**config.mk**
```make
export PLATFORM = sky130hd
export DESIGN_NAME = fskd_cell
export DESIGN_NICKNAME = d
export VERILOG_FILES = /design/src/assert_macros.svh /design/src/fskd_pkg.sv /design/src/fskd_cell.sv
export SDC_FILE = /design/constraint.sdc
export NUM_CORES = 1
export LEC_CHECK = 0
export BUFFER_PORTS_ARGS = -buffer_cell sky130_fd_sc_hd__buf_2
export CORE_AREA = 2 2 183 185
export CTS_BUF_LIST = sky130_fd_sc_hd__clkbuf_16
export CTS_CLUSTER_SIZE = 8
export DETAILED_ROUTE_END_ITERATION = 12
export DIE_AREA = 0 0 185 187
export PLACE_DENSITY = 0.81
export SYNTH_ARGS = -nofsm -noshare
export SYNTH_HDL_FRONTEND = slang
export SYNTH_SLANG_ARGS = --single-unit
```
**constraint.sdc**
```tcl
create_clock -name clk -period 2.6 [get_ports clk]
set_input_delay 0.39 -clock clk [delete_from_list [all_inputs] [get_ports clk]]
set_output_delay 0.39 -clock clk [all_outputs]
set_load 0.005 [all_outputs]
```
**src/assert_macros.svh**
```systemverilog
// ----------------------------------------------------------------------------
// Assertion macros
// Clocked property checks shared by the FSK demodulator RTL.
// ----------------------------------------------------------------------------
`ifndef ASSERT_MACROS_SVH
`define ASSERT_MACROS_SVH

// same-cycle implication
`define ASSERT_NOW(lbl, ante, cons, msg) \
	lbl: assert property (@(posedge clk) disable iff (!arst_n) (ante) |-> (cons)) \
	else $error(msg);

// next-cycle implication
`define ASSERT_NEXT(lbl, ante, cons, msg) \
	lbl: assert property (@(posedge clk) disable iff (!arst_n) (ante) |=> (cons)) \
	else $error(msg);

`endif

```
**src/fskd_pkg.sv**
```systemverilog
// ----------------------------------------------------------------------------
// FSK demodulator package
// Shared types, sizes and tone coefficient table.
// ----------------------------------------------------------------------------
package fskd_pkg;

	localparam int HIST_W = 16;
	localparam int SUM_W  = 36;
	localparam int PROD_W = 33;

	typedef struct packed {
		logic signed [SUM_W-1:0] mi;
		logic signed [SUM_W-1:0] mq;
		logic signed [SUM_W-1:0] si;
		logic signed [SUM_W-1:0] sq;
		logic [HIST_W-1:0]       hist;
	} cell_t;

	typedef struct packed {
		logic signed [PROD_W-1:0] mi;
		logic signed [PROD_W-1:0] mq;
		logic signed [PROD_W-1:0] si;
		logic signed [PROD_W-1:0] sq;
	} prod_t;

	typedef struct packed {
		logic shift;
		logic add_en;
		logic restart;
		logic hist_ld;
		logic hist_clr;
	} cell_ctl_t;

	typedef enum logic [3:0] {
		ST_IDLE,
		ST_DC,
		ST_Y,
		ST_PROD,
		ST_SHIFT,
		ST_SQR,
		ST_SLICE,
		ST_EMIT
	} state_t;

	localparam logic [1:0] REG_SYNC  = 2'd0;
	localparam logic [1:0] REG_SHIFT = 2'd1;

	localparam logic [15:0] SYNC_RST  = 16'h6868;
	localparam logic [3:0]  SHIFT_RST = 4'd9;

	// 1200 Hz cosine at 19.2 kHz, Q1.15
	function automatic logic signed [15:0] tone_cos(input logic [3:0] idx);
		logic signed [15:0] c;
		unique case (idx)
			4'd0:  c = 16'sd32767;
			4'd1:  c = 16'sd30274;
			4'd2:  c = 16'sd23170;
			4'd3:  c = 16'sd12540;
			4'd4:  c = 16'sd0;
			4'd5:  c = -16'sd12540;
			4'd6:  c = -16'sd23170;
			4'd7:  c = -16'sd30274;
			4'd8:  c = -16'sd32768;
			4'd9:  c = -16'sd30274;
			4'd10: c = -16'sd23170;
			4'd11: c = -16'sd12540;
			4'd12: c = 16'sd0;
			4'd13: c = 16'sd12540;
			4'd14: c = 16'sd23170;
			default: c = 16'sd30274;
		endcase
		return c;
	endfunction

	function automatic logic signed [15:0] tone_sin(input logic [3:0] idx);
		return tone_cos(idx - 4'd4);
	endfunction

endpackage

```
**src/fskd_cell.sv**
```systemverilog
// ----------------------------------------------------------------------------
// FSK demodulator phase cell
// Holds one bit phase's correlator sums and history; takes its neighbor's
// contents on a shift, optionally adding fresh products on the way in.
// ----------------------------------------------------------------------------
module fskd_cell
	import fskd_pkg::*;
(
	input  logic        clk,
	input  logic        arst_n,
	input  cell_ctl_t   ctl,
	input  prod_t       prod,
	input  logic [HIST_W-1:0] hist_val,
	input  cell_t       nb,
	output cell_t       data
);

	cell_t data_q;
	cell_t base;
	cell_t data_d;

	always_comb begin
		base = nb;
		if (ctl.restart) begin
			base.mi = '0;
			base.mq = '0;
			base.si = '0;
			base.sq = '0;
		end
	end

	always_comb begin
		data_d = data_q;
		if (ctl.shift) begin
			data_d = nb;
			if (ctl.add_en) begin
				data_d.mi = base.mi + SUM_W'(prod.mi);
				data_d.mq = base.mq + SUM_W'(prod.mq);
				data_d.si = base.si + SUM_W'(prod.si);
				data_d.sq = base.sq + SUM_W'(prod.sq);
			end
		end
		if (ctl.hist_clr) begin
			data_d.hist = '0;
		end else if (ctl.hist_ld) begin
			data_d.hist = hist_val;
		end
	end

	always_ff @(posedge clk or negedge arst_n) begin
		if (!arst_n) begin
			data_q <= '0;
		end else begin
			data_q <= data_d;
		end
	end

	assign data = data_q;

endmodule
```
# After elaboration in Yosys (flattened, before gate mapping)
# Index checks and enable logic that the tools add are counted.
# totals
ff_bits,160
inputBits,315
output_inout_bits,160
# op_classes
n_addsub,4
muxes,5
reduce_logical,1
# op_table
operator,n
144-bit two-way mux,2
36-bit by 33-bit adder with 36-bit output,4
16-bit two-way mux,3
3-bit nonzero test,1

# Logic depth before layout (Yosys ltp)
# logic_depth
word_depth,3
depth_mapped,17

# Worst setup path before layout
# Ideal clock, no wire load.
# synth_timing
path_kind,input-to-reg
from,in ctl[2] in the netlist's numbering
to,"reg data_q, in the netlist data[116]"
arrival_time_ns,3.728
required_ns,2.523
setup_slack_ns,-1.205
path_stages,16
path_cell_list,clkbuf_1 -> clkbuf_1 -> clkbuf_1 -> nor2b_1 -> ha_1 -> fa_1 -> a21oi_1 -> o21bai_1 -> a2111oi_0 -> o21a_1 -> o21ai_2 -> a21o_1 -> o41ai_2 -> xnor2_1 -> mux2i_1 -> a21oi_1
# synth_via
elab_chain_cells,3
# synth_lines
element,line_no,text
"start, declared",fskd_cell.sv:11,"input cell_ctl_t ctl,"
144-bit two-way mux,fskd_cell.sv:24,if (ctl.restart) begin
36-bit by 33-bit adder with 36-bit output,fskd_cell.sv:38,data_d.mq = base.mq + SUM_W'(prod.mq);
144-bit two-way mux,fskd_cell.sv:36,if (ctl.add_en) begin
"end signal, assigned",fskd_cell.sv:54,data_q <= data_d;
"end, declared",fskd_cell.sv:18,cell_t data_q;
# No other way between the ends.
# A chain may end at the register's enable or synchronous reset.

# Worst setup path in the final report
# layout_timing
from,in ctl[2] in the netlist's numbering
to,"reg data_q, in the netlist data[113]"
# The elaborated chain is that of the path after synthesis.

==> summary.txt <==
Drt
  • First drt pass iteration count: 8
  • Antenna-violating nets left: 0
  • WL final: 67200 um
  • DR WL/cell: 20.5 um
  • Vias per inst: 5.95
  • Vias after detailed routing: 19500
  • DRC errors left: 0
  • Initial drt markers: 1512

Global routing
  • First-pass GRT wire length: 95400 um
  • Vias in the first global route: 18700
  • Initial antenna violation count: 11
  • Remaining Overflow, GRT: 0
  • Total track usage: 0.345
  • Pin count of the biggest net entering global routing: 91

Clock network
  • Total CTS buffers: 17
  • Clk buf depth: 2
  • Worst skew pair latency: 0.46 ns
  • Reg clk slew, reported paths: 0.07 ns
  • # H-tree levels: 4
  • Clock tree sinks: 160
  • CTS tree: built
  • CTS Root Cell: clkbuf_16

STA
  • Fin crit period: 2.89 ns
  • Setup violations, final: 62
  • Max Slew Vio Count: 0
  • RSZ-0062 raised after global routing: true
  • Slew @ Worst Pin: 0.714 ns
  • Layout Skew: 0 ns
  • Hold Fails Final Rpt: 0
  • Hold_ws: 0.164 ns
  • F_max: 346 MHz
  • Final period util: 1.11
  • Worst slew margin: 0.524
  • Final WS setup: -0.292 ns

Synthesis
  • Ys flop type: dfrtp_1
  • Synthesized instance count: 1934
  • Mean Syn Cell Area: 8.11 um2
  • Share of the synthesized area in the top cell type: 0.255
  • Synth top area cells: dfrtp_1 26%, ha_1 11%, a21oi_1 8.9%
  • YS warnings: 0
  • Synthesized flop and latch total: 160
  • EDFF count, synth: 0
  • Synth cell types: 76
  • Post-synthesis sequential area ratio: 0.255
  • Dominant cell type by area after synthesis: dfrtp_1
  • Fraction of registers with async set/reset: 1.00
  • Syn_nets: 2393
  • Synthesized area: 0.0157 mm2

Finish
  • Max reg flops: 160
  • Most common cell after layout, fill and taps aside: buf_2
  • Most frequent cells in the layout: 470 x buf_2, 431 x buf_4, 226 x nor2_1
  • Layout area overhead: 54.9%
  • Ratio of cells with drive above 1 in the final layout: 0.440
  • Final net count: 3261

Die
  • Die X-Extent: 185 um
  • Row Count: 67
  • Placeable Area: 0.0329 mm2
  • I/O pin cnt: 475
  • DIE HEIGHT: 187 um
  • Starting Density: 0.477
  • DIE AREA: 0.0346 mm2

Min path
  • Hold WC Path Type: in2reg

Pwr
  • Static leakage: 12.1 nW
  • Peak supply drop: 0.500 mV
  • Total power: 10.8 mW
  • Pwr/cell area: 443 mW/mm2

Place
  • Dpl hpwl: 47200 um
  • Routability cong.: 0.945
  • IO buf count: 474

Worst setup path
  • Worst setup SP type: input pin
  • Path type of the worst setup path: in2reg
  • Critical Path Fanout Max: 6
  • Crit path capture type: flip-flop
  • Critical Path AT: 3.24 ns
  • Critical Path RT: 2.95 ns

Run status
  • Failing checks: setup timing
  • Status: finished with violations

Flow run
  • Max-capacitance violation count: 0
==> worst max-delay path, stage by stage <==
cell     delay [ns]
buf_12         0.13
buf_12         0.15
buf_8          0.13
buf_4          0.13
buf_8          0.13
nor2b_4        0.13
ha_4           0.22
a21o_1         0.16
a21o_1         0.19
a21oi_2        0.21
and3_4         0.24
a21oi_4        0.08
a21oi_4        0.18
buf_4          0.14
nor2_1         0.05
xnor2_1        0.17
a21oi_1        0.09
mux2_2         0.29
==> metal layers <==
layer	vias to the layer above	global-route usage	wire length (um)
met3	345	0.0841	6060
met4	4	0.197	4470
met5	-	0	29
met2	1163	0.583	32100
li1	8690	-	-
met1	9288	0.396	24600
==> cells in the mapped netlist (5+ instances only) <==
library cell	n
buf_1	16
o21ai_0	77
dfrtp_1	160
nor3_1	16
mux2i_1	114
inv_1	52
o21bai_1	11
a211oi_1	14
o2111ai_1	5
o221ai_1	11
a21oi_1	279
ha_1	140
a21o_1	92
a2111oi_0	6
nor2_1	232
nand2_1	83
xnor2_1	83
nand3_1	41
o21ai_1	6
clkbuf_1	77
xor2_1	43
nand4_1	21
or3_1	9
o31a_1	6
nor2b_1	162
mux2_2	14
nand2b_1	15
o21a_1	18
and3_1	12
a31oi_1	23
and2_1	7
o211ai_1	8
==> area by class of cell <==
class                   instances  area [um2]
diodes                         11        27.5
well taps                     448         561
clock inverters                15         169
repair buffers                944        6230
multi-input cells            1627       12700
inverters                      52         198
clock buffers                  17         425
flip-flops and latches        160        4000
fillers                      2182        8580
==> worst paths after layout <==
path	startpoint	end	slack, ns	depth (start not counted)
max in group asynchronous	arst_n	data[36]	1.41	3
min	hist_val[14]	data[14]	0.16	3
min reg2reg	data[132]	data[132]	0.50	1
max reg2reg	data[51]	data[51]	1.48	4
max	ctl[2]	data[113]	-0.29	18
min in group asynchronous	arst_n	data[54]	0.49	2
==> what timing repair did <==
item,in CTS,in global routing
hold buffers,1,0
endpoints found under the hold margin,56,0
endpoints found under the setup margin,66,78
gates resized for setup,85,203
cloned,2,0
pin swaps,72,173
buffers inserted,24,39
==> power by group <==
part	switching, mW	leakage, nW	total (mW)	internal [mW]
sequential	0.235	1.84	3.08	2.84
clock	1.19	0.274	2.69	1.50
combinational	2.56	10.0	4.99	2.43
==> per-stage QoR <==
step	utilization	std cells	setup TNS [ns]	setup WS [ns]	area, um2
6_report	0.739	3274	-8.11	-0.292	24300
5_1_grt	0.739	3270	-15.14	-0.376	24300
3_5_place_dp	0.661	3169	-56.71	-0.829	21700
3_3_place_gp	0.661	3169	-50.46	-0.743	21700
4_1_cts	0.698	3228	-1.85	-0.156	22900
2_1_floorplan	-	1934	-20.93	-0.650	16000
==> cells by family (layout without fill, tap and decap cells) <==
family,count (synthesis),in the layout,synth area share
flops,160,160,0.255
xor+xnor,126,126,0.0704
buf+inv,147,1028,0.0354
mux,129,129,0.0836
fa+ha+maj,144,144,0.117
simple gates,619,619,0.196
compound gates,609,609,0.243
other cells,0,11,0
No activity file was read; power rests on OpenSTA's default activity.
